--- config.mk ---
export PLATFORM = sky130hd
export DESIGN_NAME = inverted_page_table_translate_flat
export DESIGN_NICKNAME = d
export VERILOG_FILES = /design/src/ipt_pkg.sv /design/src/ipt_in_if.sv /design/src/ipt_out_if.sv /design/src/ipt_ram.sv /design/src/inverted_page_table_translate.sv /design/src/flat_wrapper.sv
export SDC_FILE = /design/constraint.sdc
export NUM_CORES = 2
export LEC_CHECK = 0
export BUFFER_PORTS_ARGS = -buffer_cell sky130_fd_sc_hd__buf_2
export CAP_MARGIN = 0
export CORE_UTILIZATION = 25
export CTS_CLUSTER_SIZE = 16
export DETAILED_ROUTE_END_ITERATION = 7
export RECOVER_POWER = 25
export SYNTH_ARGS = -nofsm -noshare
export SYNTH_HDL_FRONTEND = slang
export SYNTH_SLANG_ARGS = --single-unit
--- constraint.sdc ---
create_clock -name i_clk -period 3.1 [get_ports i_clk]
set_input_delay 0.62 -clock i_clk [delete_from_list [all_inputs] [get_ports i_clk]]
set_output_delay 0.62 -clock i_clk [all_outputs]
set_load 0.005 [all_outputs]
--- src/ipt_pkg.sv ---
// Shared constants, types and helper functions of the inverted page table translator.
package ipt_pkg;

    // Table geometry and tag layout.
    localparam int FRAMES       = 64;
    localparam int FRAME_BITS   = $clog2(FRAMES);
    localparam int FCNT_BITS    = $clog2(FRAMES + 1);
    localparam int PID_BITS     = 8;
    localparam int PAGE_BITS    = 16;
    localparam int OFFSET_BITS  = 12;
    localparam int TAG_BITS     = PID_BITS + PAGE_BITS;
    localparam int OWID_BITS    = $clog2(OFFSET_BITS + 1);

    // Field widths of the words on the channels.
    localparam int FIDX_W       = 6;
    localparam int PID_W        = 8;
    localparam int PAGE_W       = 16;
    localparam int OFF_W        = 12;
    localparam int FNUM_W       = 6;
    localparam int PADDR_W      = 18;

    // Configuration register widths and reset values.
    localparam int NPROC_W      = 9;
    localparam int NPAGE_W      = 17;
    localparam int PSIZE_W      = 13;
    localparam int NFRM_W       = 7;
    localparam int CFG_DATA_W   = 17;
    localparam int CFG_IDX_W    = 2;

    localparam logic [NPROC_W-1:0] NPROC_RST = NPROC_W'(256);
    localparam logic [NPAGE_W-1:0] NPAGE_RST = NPAGE_W'(65536);
    localparam logic [PSIZE_W-1:0] PSIZE_RST = PSIZE_W'(4096);
    localparam logic [NFRM_W-1:0]  NFRM_RST  = NFRM_W'(64);

    // Configuration register indexes.
    typedef enum logic [CFG_IDX_W-1:0] {
        CFG_NUM_PROCESSES = 2'd0,
        CFG_NUM_PAGES     = 2'd1,
        CFG_PAGE_BYTES    = 2'd2,
        CFG_NUM_FRAMES    = 2'd3
    } t_cfg_idx;

    // Operation carried by an input word.
    typedef enum logic {
        ACT_WRITE     = 1'b0,
        ACT_TRANSLATE = 1'b1
    } t_action;

    // Control states of the lookup sequencer.
    typedef enum logic {
        ST_IDLE = 1'b0,
        ST_SCAN = 1'b1
    } t_state;

    // Offset width: number of bits of (size - 1), saturated at OFFSET_BITS.
    function automatic logic [OWID_BITS-1:0] offset_width(input logic [PSIZE_W-1:0] size);
        logic [PSIZE_W-1:0]   t;
        logic [OWID_BITS-1:0] d;
        t = size - PSIZE_W'(1);
        d = '0;
        for (int i = 0; i < PSIZE_W; i++) begin
            if (t[i]) begin
                d = OWID_BITS'(i + 1);
            end
        end
        if (size == '0) begin
            d = '0;
        end
        if (d > OWID_BITS'(OFFSET_BITS)) begin
            d = OWID_BITS'(OFFSET_BITS);
        end
        return d;
    endfunction

endpackage

--- src/ipt_in_if.sv ---
// Request channel: carries write and translate words into the translator.
interface ipt_in_if import ipt_pkg::*; ();
    logic              valid;
    logic              ready;
    logic              action;
    logic [FIDX_W-1:0] frame_index;
    logic [PID_W-1:0]  process_id;
    logic [PAGE_W-1:0] page_number;
    logic [OFF_W-1:0]  page_offset;

    modport source (
        output valid, action, frame_index, process_id, page_number, page_offset,
        input  ready
    );
    modport sink (
        input  valid, action, frame_index, process_id, page_number, page_offset,
        output ready
    );
endinterface

--- src/ipt_out_if.sv ---
// Response channel: carries translation results out of the translator.
interface ipt_out_if import ipt_pkg::*; ();
    logic               valid;
    logic               ready;
    logic               illegal;
    logic [FNUM_W-1:0]  frame_number;
    logic [PADDR_W-1:0] phys_addr;

    modport source (
        output valid, illegal, frame_number, phys_addr,
        input  ready
    );
    modport sink (
        input  valid, illegal, frame_number, phys_addr,
        output ready
    );
endinterface

--- src/ipt_ram.sv ---
// Generic simple dual-port RAM with one write port and one registered read port.
module ipt_ram #(
    parameter int WIDTH = 8,
    parameter int DEPTH = 16
) (
    input  logic                     i_clk,
    input  logic                     i_we,
    input  logic [$clog2(DEPTH)-1:0] i_waddr,
    input  logic [WIDTH-1:0]         i_wdata,
    input  logic                     i_re,
    input  logic [$clog2(DEPTH)-1:0] i_raddr,
    output logic [WIDTH-1:0]         o_rdata
);
    logic [WIDTH-1:0] r_mem [DEPTH];
    logic [WIDTH-1:0] r_rdata;

    // Write port.
    always_ff @(posedge i_clk) begin
        if (i_we) begin
            r_mem[i_waddr] <= i_wdata;
        end
    end

    // Registered read port; data holds while no read is issued.
    always_ff @(posedge i_clk) begin
        if (i_re) begin
            r_rdata <= r_mem[i_raddr];
        end
    end

    assign o_rdata = r_rdata;
endmodule

--- src/inverted_page_table_translate.sv ---
// Inverted page table translator: a translate word reads up to min(num_frames,64) tag
// RAM entries, one per cycle, lowest frame first, the tag RAM read port setting the pace,
// and its result word is registered; the scan pauses while the output register still
// holds an untaken word. A new word is taken once the previous translate has handed its
// result to the output register. Reset restores the configuration defaults and clears
// all valid bits; the tag RAM itself is not cleared.
module inverted_page_table_translate import ipt_pkg::*; (
    input  logic                  i_clk,
    input  logic                  i_rst_n,
    input  logic                  i_cfg_we,
    input  logic [CFG_IDX_W-1:0]  i_cfg_index,
    input  logic [CFG_DATA_W-1:0] i_cfg_data,
    ipt_in_if.sink                i_req,
    ipt_out_if.source             o_rsp
);
    // Configuration registers.
    logic [NPROC_W-1:0]   r_num_processes;
    logic [NPAGE_W-1:0]   r_num_pages;
    logic [PSIZE_W-1:0]   r_page_bytes;
    logic [NFRM_W-1:0]    r_num_frames;
    logic [OWID_BITS-1:0] r_off_width;

    // Control state.
    t_state               r_state, n_state;
    logic [FCNT_BITS-1:0] r_idx, n_idx;
    logic [FCNT_BITS-1:0] r_limit, n_limit;
    logic                 r_rd_vld, n_rd_vld;
    logic [FRAME_BITS-1:0] r_rd_idx, n_rd_idx;
    logic [FRAMES-1:0]    r_valid;
    logic                 r_out_valid, n_out_valid;

    // Payload registers.
    logic [TAG_BITS-1:0]  r_key, n_key;
    logic [OFF_W-1:0]     r_off, n_off;
    logic                 r_out_illegal, n_out_illegal;
    logic [FNUM_W-1:0]    r_out_frame, n_out_frame;
    logic [PADDR_W-1:0]   r_out_paddr, n_out_paddr;

    // Handshake and memory controls.
    logic                 req_accept;
    logic                 tbl_we;
    logic                 tbl_re;
    logic [TAG_BITS-1:0]  tbl_wdata;
    logic [TAG_BITS-1:0]  tbl_rdata;
    logic                 hit;
    logic                 out_free;
    logic                 lim_fail;
    logic                 finish;
    logic                 finish_found;

    // Tag store, one entry per physical frame.
    ipt_ram #(
        .WIDTH (TAG_BITS),
        .DEPTH (FRAMES)
    ) u_tag_ram (
        .i_clk   (i_clk),
        .i_we    (tbl_we),
        .i_waddr (i_req.frame_index[FRAME_BITS-1:0]),
        .i_wdata (tbl_wdata),
        .i_re    (tbl_re),
        .i_raddr (r_idx[FRAME_BITS-1:0]),
        .o_rdata (tbl_rdata)
    );

    // Input handshake and table writes.
    assign i_req.ready = (r_state == ST_IDLE);
    assign req_accept  = i_req.valid && i_req.ready;
    assign tbl_wdata   = {i_req.process_id[PID_BITS-1:0], i_req.page_number[PAGE_BITS-1:0]};
    assign tbl_we      = req_accept && (i_req.action == ACT_WRITE)
                         && (32'(i_req.frame_index) < FRAMES);

    // Compare the entry returned by the RAM against the search key.
    assign hit      = r_rd_vld && r_valid[r_rd_idx] && (tbl_rdata == r_key);
    assign out_free = !r_out_valid || o_rsp.ready;

    // Limit checks on the full fields of the pending translate.
    assign lim_fail = ({1'b0, r_key[TAG_BITS-1:PAGE_BITS]} >= r_num_processes)
                      || ({1'b0, r_key[PAGE_BITS-1:0]} >= r_num_pages)
                      || ({1'b0, r_off} >= r_page_bytes);

    // Sequencer: next state, RAM reads and the result word.
    always_comb begin
        n_state       = r_state;
        n_idx         = r_idx;
        n_limit       = r_limit;
        n_rd_vld      = r_rd_vld;
        n_rd_idx      = r_rd_idx;
        n_key         = r_key;
        n_off         = r_off;
        n_out_valid   = r_out_valid;
        n_out_illegal = r_out_illegal;
        n_out_frame   = r_out_frame;
        n_out_paddr   = r_out_paddr;
        tbl_re        = 1'b0;
        finish        = 1'b0;
        finish_found  = 1'b0;

        if (r_out_valid && o_rsp.ready) begin
            n_out_valid = 1'b0;
        end

        case (r_state)
            ST_IDLE: begin
                if (req_accept && (i_req.action == ACT_TRANSLATE)) begin
                    n_key    = {i_req.process_id[PID_BITS-1:0],
                                i_req.page_number[PAGE_BITS-1:0]};
                    n_off    = i_req.page_offset;
                    n_idx    = '0;
                    n_rd_vld = 1'b0;
                    n_limit  = (32'(r_num_frames) > FRAMES) ? FCNT_BITS'(FRAMES)
                                                            : FCNT_BITS'(r_num_frames);
                    n_state  = ST_SCAN;
                end
            end
            ST_SCAN: begin
                if (out_free) begin
                    if (hit) begin
                        finish       = 1'b1;
                        finish_found = 1'b1;
                    end else if (r_idx == r_limit) begin
                        finish = 1'b1;
                    end else begin
                        tbl_re   = 1'b1;
                        n_idx    = r_idx + FCNT_BITS'(1);
                        n_rd_vld = 1'b1;
                        n_rd_idx = r_idx[FRAME_BITS-1:0];
                    end
                end
            end
            default: begin
                n_state = ST_IDLE;
            end
        endcase

        // Load the output register at the end of a lookup.
        if (finish) begin
            n_state     = ST_IDLE;
            n_rd_vld    = 1'b0;
            n_out_valid = 1'b1;
            if (finish_found && !lim_fail) begin
                n_out_illegal = 1'b0;
                n_out_frame   = FNUM_W'(r_rd_idx);
                n_out_paddr   = (PADDR_W'(r_rd_idx) << r_off_width) | PADDR_W'(r_off);
            end else begin
                n_out_illegal = 1'b1;
                n_out_frame   = '0;
                n_out_paddr   = '0;
            end
        end
    end

    // Control registers.
    always_ff @(posedge i_clk) begin
        if (!i_rst_n) begin
            r_state     <= ST_IDLE;
            r_idx       <= '0;
            r_limit     <= '0;
            r_rd_vld    <= 1'b0;
            r_rd_idx    <= '0;
            r_out_valid <= 1'b0;
            r_valid     <= '0;
        end else begin
            r_state     <= n_state;
            r_idx       <= n_idx;
            r_limit     <= n_limit;
            r_rd_vld    <= n_rd_vld;
            r_rd_idx    <= n_rd_idx;
            r_out_valid <= n_out_valid;
            if (tbl_we) begin
                r_valid[i_req.frame_index[FRAME_BITS-1:0]] <= 1'b1;
            end
        end
    end

    // Payload registers.
    always_ff @(posedge i_clk) begin
        r_key         <= n_key;
        r_off         <= n_off;
        r_out_illegal <= n_out_illegal;
        r_out_frame   <= n_out_frame;
        r_out_paddr   <= n_out_paddr;
    end

    // Configuration registers; the offset width is derived when the page size is written.
    always_ff @(posedge i_clk) begin
        if (!i_rst_n) begin
            r_num_processes <= NPROC_RST;
            r_num_pages     <= NPAGE_RST;
            r_page_bytes    <= PSIZE_RST;
            r_num_frames    <= NFRM_RST;
            r_off_width     <= offset_width(PSIZE_RST);
        end else if (i_cfg_we) begin
            case (t_cfg_idx'(i_cfg_index))
                CFG_NUM_PROCESSES: r_num_processes <= i_cfg_data[NPROC_W-1:0];
                CFG_NUM_PAGES:     r_num_pages     <= i_cfg_data[NPAGE_W-1:0];
                CFG_PAGE_BYTES: begin
                    r_page_bytes <= i_cfg_data[PSIZE_W-1:0];
                    r_off_width  <= offset_width(i_cfg_data[PSIZE_W-1:0]);
                end
                CFG_NUM_FRAMES:    r_num_frames    <= i_cfg_data[NFRM_W-1:0];
                default: begin
                end
            endcase
        end
    end

    // Output channel.
    assign o_rsp.valid        = r_out_valid;
    assign o_rsp.illegal      = r_out_illegal;
    assign o_rsp.frame_number = r_out_frame;
    assign o_rsp.phys_addr    = r_out_paddr;
endmodule

--- src/flat_wrapper.sv ---
// flat-port wrapper written by rule: the top's interface ports become plain ports
module inverted_page_table_translate_flat import ipt_pkg::*;
  (i_clk, i_rst_n, i_cfg_we, i_cfg_index, i_cfg_data, i_req_valid, i_req_action, i_req_frame_index, i_req_process_id, i_req_page_number, i_req_page_offset, i_req_ready, o_rsp_valid, o_rsp_illegal, o_rsp_frame_number, o_rsp_phys_addr, o_rsp_ready);
  ipt_in_if i_req_i ();
  ipt_out_if o_rsp_i ();
  input  logic i_clk;
  input  logic i_rst_n;
  input  logic i_cfg_we;
  input  logic [CFG_IDX_W-1:0] i_cfg_index;
  input  logic [CFG_DATA_W-1:0] i_cfg_data;
  input wire logic [$bits(i_req_i.valid)-1:0] i_req_valid;
  input wire logic [$bits(i_req_i.action)-1:0] i_req_action;
  input wire logic [$bits(i_req_i.frame_index)-1:0] i_req_frame_index;
  input wire logic [$bits(i_req_i.process_id)-1:0] i_req_process_id;
  input wire logic [$bits(i_req_i.page_number)-1:0] i_req_page_number;
  input wire logic [$bits(i_req_i.page_offset)-1:0] i_req_page_offset;
  output wire logic [$bits(i_req_i.ready)-1:0] i_req_ready;
  output wire logic [$bits(o_rsp_i.valid)-1:0] o_rsp_valid;
  output wire logic [$bits(o_rsp_i.illegal)-1:0] o_rsp_illegal;
  output wire logic [$bits(o_rsp_i.frame_number)-1:0] o_rsp_frame_number;
  output wire logic [$bits(o_rsp_i.phys_addr)-1:0] o_rsp_phys_addr;
  input wire logic [$bits(o_rsp_i.ready)-1:0] o_rsp_ready;
  assign i_req_i.valid = i_req_valid;
  assign i_req_i.action = i_req_action;
  assign i_req_i.frame_index = i_req_frame_index;
  assign i_req_i.process_id = i_req_process_id;
  assign i_req_i.page_number = i_req_page_number;
  assign i_req_i.page_offset = i_req_page_offset;
  assign i_req_ready = i_req_i.ready;
  assign o_rsp_valid = o_rsp_i.valid;
  assign o_rsp_illegal = o_rsp_i.illegal;
  assign o_rsp_frame_number = o_rsp_i.frame_number;
  assign o_rsp_phys_addr = o_rsp_i.phys_addr;
  assign o_rsp_i.ready = o_rsp_ready;
  inverted_page_table_translate u_core (.i_clk(i_clk), .i_rst_n(i_rst_n), .i_cfg_we(i_cfg_we), .i_cfg_index(i_cfg_index), .i_cfg_data(i_cfg_data), .i_req(i_req_i), .o_rsp(o_rsp_i));
endmodule
# Yosys cells after proc, flatten, opt, wreduce, memory -nomap -nowiden
# Memories as Yosys holds them, arrays and structs flattened. A register that Yosys moved wholly into a read port is not among the register bits.
# Index checks and enable logic that the tools add are counted.
[classes]
n_reduce_logical = 24
shifts = 1
n_lt_le_gt_ge = 8
add_sub_neg = 2
mux = 51
n_bitwise = 7
n_eq_ne = 9
[ops]
columns = ["op", "n"]
rows = [
  ["$or 64x64->64", 1],
  ["$mux 4", 11],
  ["$mux 7", 5],
  ["$mux 1", 25],
  ["$eq 24x24->1", 1],
  ["$or 18x12->18", 1],
  ["$shl 6x4->18", 1],
  ["$ge 16x17->1", 1],
  ["$lt 6x7->1 const B", 2],
  ["$pmux 7 s2", 1],
  ["$ge 12x13->1", 1],
  ["$logic_not 13->1", 1],
  ["$sub 13x1->13 const B", 1],
  ["$mux 3", 4],
  ["$reduce_and 2->1", 5],
  ["$ge 8x9->1", 1],
  ["$logic_and 1x1->1", 8],
  ["$ne 2x2->1 const B", 4],
  ["$reduce_and 4->1", 2],
  ["$add 7x1->7 const B", 1],
  ["$eq 7x7->1", 1],
  ["$gt 7x7->1 const B", 1],
  ["$bmux 1 s6", 1],
  ["$demux 1 s6", 1],
  ["12 further kinds", 21],
]
[totals]
ramBits = 1536
n_memories = 1
out_inout_bits = 27
in_bits = 67
ff_bits = 198
[memory_table]
columns = ["memory", "words", "width", "read_ports", "rd_clocked_by_memory_dff", "write_ports", "line_no", "rtl"]
rows = [
  ["u_core.u_tag_ram.r_mem", 64, 24, 1, 1, 1, "ipt_ram.sv:14", "logic [WIDTH-1:0] r_mem [DEPTH];"],
]

# Depth between registers and ports, before layout
[depth]
word_depth = 20
depth_mapped = 12
ltp_nobuf = 10

# By module
# Synthesis repeated with hierarchy kept, for this count alone.
[hier_totals]
hier_cells = 3650
hier_area_um2 = 69248.9
[modules_own_cells]
columns = ["mod", "n_inst", "seq_area_each_um2", "area_each_um2", "cells_per_inst"]
rows = [
  ["ipt_ram", 1, 46844.9, 59535.8, 2610],
  ["inverted_page_table_translate", 1, 4574.4, 9713.1, 1040],
]

# Worst setup path before layout
# No wires, ideal clock.
[synth_timing]
path_kind = "register -> register"
from = "register u_core.r_idx[0]"
to = "register u_core.u_tag_ram.r_rdata[0], in the netlist u_core.u_tag_ram.o_rdata[0] (read register of u_core.u_tag_ram.r_mem) (data pin)"
setup_slack_ns = -0.109
stages_incl_launch_ff = 7
t_arrival_ns = 2.937
setup_time_ns = 0.272
path_buffers = 3
t_required_ns = 2.828
cell_sequence = "dfxtp_1 > clkbuf_1 > buf_2 > buf_1 > mux4_2 > mux4_2 > mux4_2"
[synth_via]
elab_chain_len = 5
[synth_rtl]
columns = ["item", "line_no", "rtl"]
rows = [
  ["start: declaration", "inverted_page_table_translate.sv:25", "logic [FCNT_BITS-1:0] r_idx, n_idx;"],
  ["start signal: assignment", "inverted_page_table_translate.sv:164", "r_idx <= n_idx;"],
  ["$eq 7x7->1", "inverted_page_table_translate.sv:120", "end else if (r_idx == r_limit) begin"],
  ["$mux 1", "inverted_page_table_translate.sv:120", ""],
  ["$mux 1", "inverted_page_table_translate.sv:117", "if (hit) begin"],
  ["$mux 1", "inverted_page_table_translate.sv:116", "if (out_free) begin"],
  ["$mux 1", "inverted_page_table_translate.sv:102", "case (r_state)"],
  ["end: declaration", "ipt_ram.sv:15", "logic [WIDTH-1:0] r_rdata;"],
]
# Parallel ways exist; a longest one is shown, timed or not.
# A chain may end at the register's enable or synchronous reset.

# Final worst setup path
[layout_timing]
from = "register u_core.r_idx[0]"
to = "register u_core.u_tag_ram.r_rdata[21], in the netlist u_core.u_tag_ram.o_rdata[21] (read register of u_core.u_tag_ram.r_mem) (data pin)"
# The elaborated chain is that of the path after synthesis.

==> impl_metrics.tcl <==
set metrics [dict create \
    rsz0062_at_grt "no" \
    status "complete, but fails checks" \
    drt-total-wl_mm 179.9 \
    fin_total_pwr_mw 48.74 \
    fmax_mhz 334.0 \
    final_util 0.3024 \
    fin_hold_ws_ps 69.71 \
    yosysWarnings 0 \
    slowest_delay_ps 580 \
    crit_top_cell "mux4_2" \
    num_rows 191 \
    synth_area_per_cell_um2 21.60 \
    cts_buffer_depth 3 \
    grt_usage 0.1288 \
    setup_viol 0 \
    violations "max-capacitance violations, max-slew violations" \
    final_area_um2 82010 \
    synth_top_area_share 0.7131 \
    post_cts_buffers 0 \
    wl_per_cell_um 24.79 \
    grt_pass1_vias 34230 \
    min-delay-start "i_cfg_data[15]" \
    r2r-start "u_core.r_idx[0]" \
    die-width_um 524.5 \
    coreArea_um2 271200 \
    hold_viol_final 0 \
    worst_skew_pair.late_latency_ps 820 \
    ys_ff_latch 1758 \
    num_vias 33540 \
    path_cells "buf_12 -> buf_12 -> mux4_2 -> mux4_2 -> mux4_2" \
    dp_hpwl_mm 109.8 \
    htreeDepth 4 \
    end_kind "flip-flop" \
    netlist_area_um2 68260 \
    via_per_inst 4.622 \
    p_leak_nw 24.65 \
    r2r_slack_ps 110 \
    die-area_um2 275100 \
    maxSlewViolCount 581 \
    antenna_found_initial 17 \
    synth.distinct_cells 61 \
    synth_ff_type "edfxtp_1" \
    drive_gt1_frac 0.3158 \
    synth_edf_count 1621 \
    root_buffer "clkbuf_16" \
    worstSetupStartpoint "u_core.r_idx[0]" \
    async_flop_share 0 \
    arrival_ps 3540 \
    crit_type "flip-flop to flip-flop" \
    grt_pass1_wl_mm 256.2 \
    cp-start-kind "flip-flop" \
    final_cell_mix "edfxtp_1 (1,621), mux4_2 (515), clkbuf_16 (179)" \
    fin_nets 3642 \
    slew_headroom -0.3795 \
    drtAntennaViolNets 0 \
    final_common_cell "edfxtp_1" \
    cap_violations 16 \
    cts_sinks 1758 \
    drt-initial-drc-count 3464 \
    yosysSeqAreaShare 0.7533 \
    synth_nets 3266 \
    synth_cells 3160 \
    die_y_um 524.5 \
    setup-tns-final_ps 0 \
    start_util 0.2516 \
    crit_family "multiplexers" \
    path_buf_inv 2 \
    syn_to_final_growth_pct 20.15 \
    yosys.area.top_type "edfxtp_1" \
    slowest_stage "mux4_2" \
    worstMarginPinSlew_ps 2069 \
    grt_start_max_net_pins 66 \
    cts_tree "yes" \
    fin_crit_ps 2994 \
    skew_ps 37.31 \
    dr.pass1.iters 5 \
    hold_path_class "input port to flip-flop" \
    port_buffers 93 \
    remaining_drc_errors 0 \
    num_io_pins 94 \
    grt_overflow_total 0 \
    crit_required_ps 3650 \
    crit_fanout 21 \
    postPlaceCellArea_um2 76150 \
    finalCritPeriodShare 0.9658 \
    power_density_nw_per_um2 594.3 \
    gp_congestion 0.8444 \
    ir_worst_vdd_v 0.0004660 \
    path_clk_slew_ps 60 \
    numCtsBuffers 179 \
    post_synth_main_area_contributors "edfxtp_1 (71%), mux4_2 (17%), dfxtp_1 (4.0%)" \
]
[logic make-up after synthesis]
| group | Yosys count | share of synthesized area |
|---|---|---|
| DFF | 1758 | 0.7533 |
| muxes | 544 | 0.1755 |
| and+or+nand+nor | 351 | 0.02533 |
| buffers and inverters | 220 | 0.01241 |
| AOI/OAI and AO/OA | 216 | 0.02222 |
| adders and majority gates | 39 | 0.007149 |
| xor gates and xnor gates | 32 | 0.004106 |
[routing by layer]
metal	wire length, µm	GRT usage	up-vias
met1	75280	0.1694	18170
li1	-	-	13940
met5	27	0	-
met3	10560	0.02112	241
met2	89880	0.2191	1188
met4	4165	0.03467	4
[state kept, by name, summed over array words and instances (netlist names), 7 cells and up]
name	flops
u_core.r_num_frames	7
u_core.o_rsp.phys_addr	18
u_core.u_tag_ram.r_mem	1536
u_core.r_off	12
u_core.r_valid	64
u_core.r_key	24
u_core.r_idx	7
u_core.u_tag_ram.o_rdata	24
u_core.r_limit	7
u_core.r_num_processes	9
u_core.r_num_pages	17
u_core.r_page_bytes	13
[final cells by class]
class	instances	area [µm²]
Multi-Input combinational cell	1182	16500
Sequential cell	1758	51440
Clock buffer	230	4711
Clock inverter	94	1101
Antenna cell	7	17.52
Fill cell	25890	189200
Inverter	52	198.9
Tap cell	3570	4467
Timing Repair Buffer	363	3577
[final timing paths]
kind                                        to  cells after the start
setup / recovery  u_core.u_tag_ram.o_rdata[21]                      5
hold / removal          u_core.r_num_pages[15]                      3
setup reg to reg  u_core.u_tag_ram.o_rdata[21]                      5
hold reg to reg             u_core.r_valid[45]                      1
[cells in the mapped netlist, types with 3 or more instances]
master,n
and2_1,13
o32ai_1,3
nand2b_1,7
nand2_1,101
a211oi_1,5
nor2b_1,37
clkbuf_1,116
a21boi_0,35
mux2_2,5
mux2i_1,19
mux4_1,5
or3_1,3
ha_1,39
inv_1,52
xnor2_1,28
nor3_1,12
or2_2,3
nor4bb_1,3
o31ai_1,4
xor2_1,4
o21ai_0,19
and3_1,7
buf_2,4
nand4_1,11
mux4_2,515
a21oi_1,36
nor2_1,95
nand3b_1,6
dfxtp_1,137
o211ai_1,7
a21o_1,12
a211o_1,4
nand3_1,24
buf_1,45
nor4_1,6
nor3b_1,10
edfxtp_1,1621
o21a_1,75
[timing repair]
item	4_1_cts	5_1_grt
endpoints found under the hold margin	15	0
setup endpoints to repair	53	52
gates resized for setup	2	3
pin swaps	0	2
hold buffers	14	0
cloned	0	0
[worst register-to-register path: cells and delay by family, from the launching register on]
kind | cells | cell delay [ps]
mux | 3 | 1620
flops | 1 | 550
buf+inv | 2 | 560
[power by group]
part	total (mW)	switching [mW]	internal (mW)
Clock	21.4	9.18	12.2
Combinational	1.31	0.880	0.433
Sequential	26.1	0.0674	26.0
Total	48.7	10.1	38.6
[stage by stage]
| step | std cells | worst slack [ps] |
|---|---|---|
| after floorplan | 3160 | 1.499 |
| after global placement | 6911 | -148.8 |
| after detailed placement | 6911 | -149.6 |
| after CTS | 7249 | 33.87 |
| after global routing | 7250 | 33.17 |
| final | 7256 | 106.1 |
No activity file was read; power rests on OpenSTA's default activity.
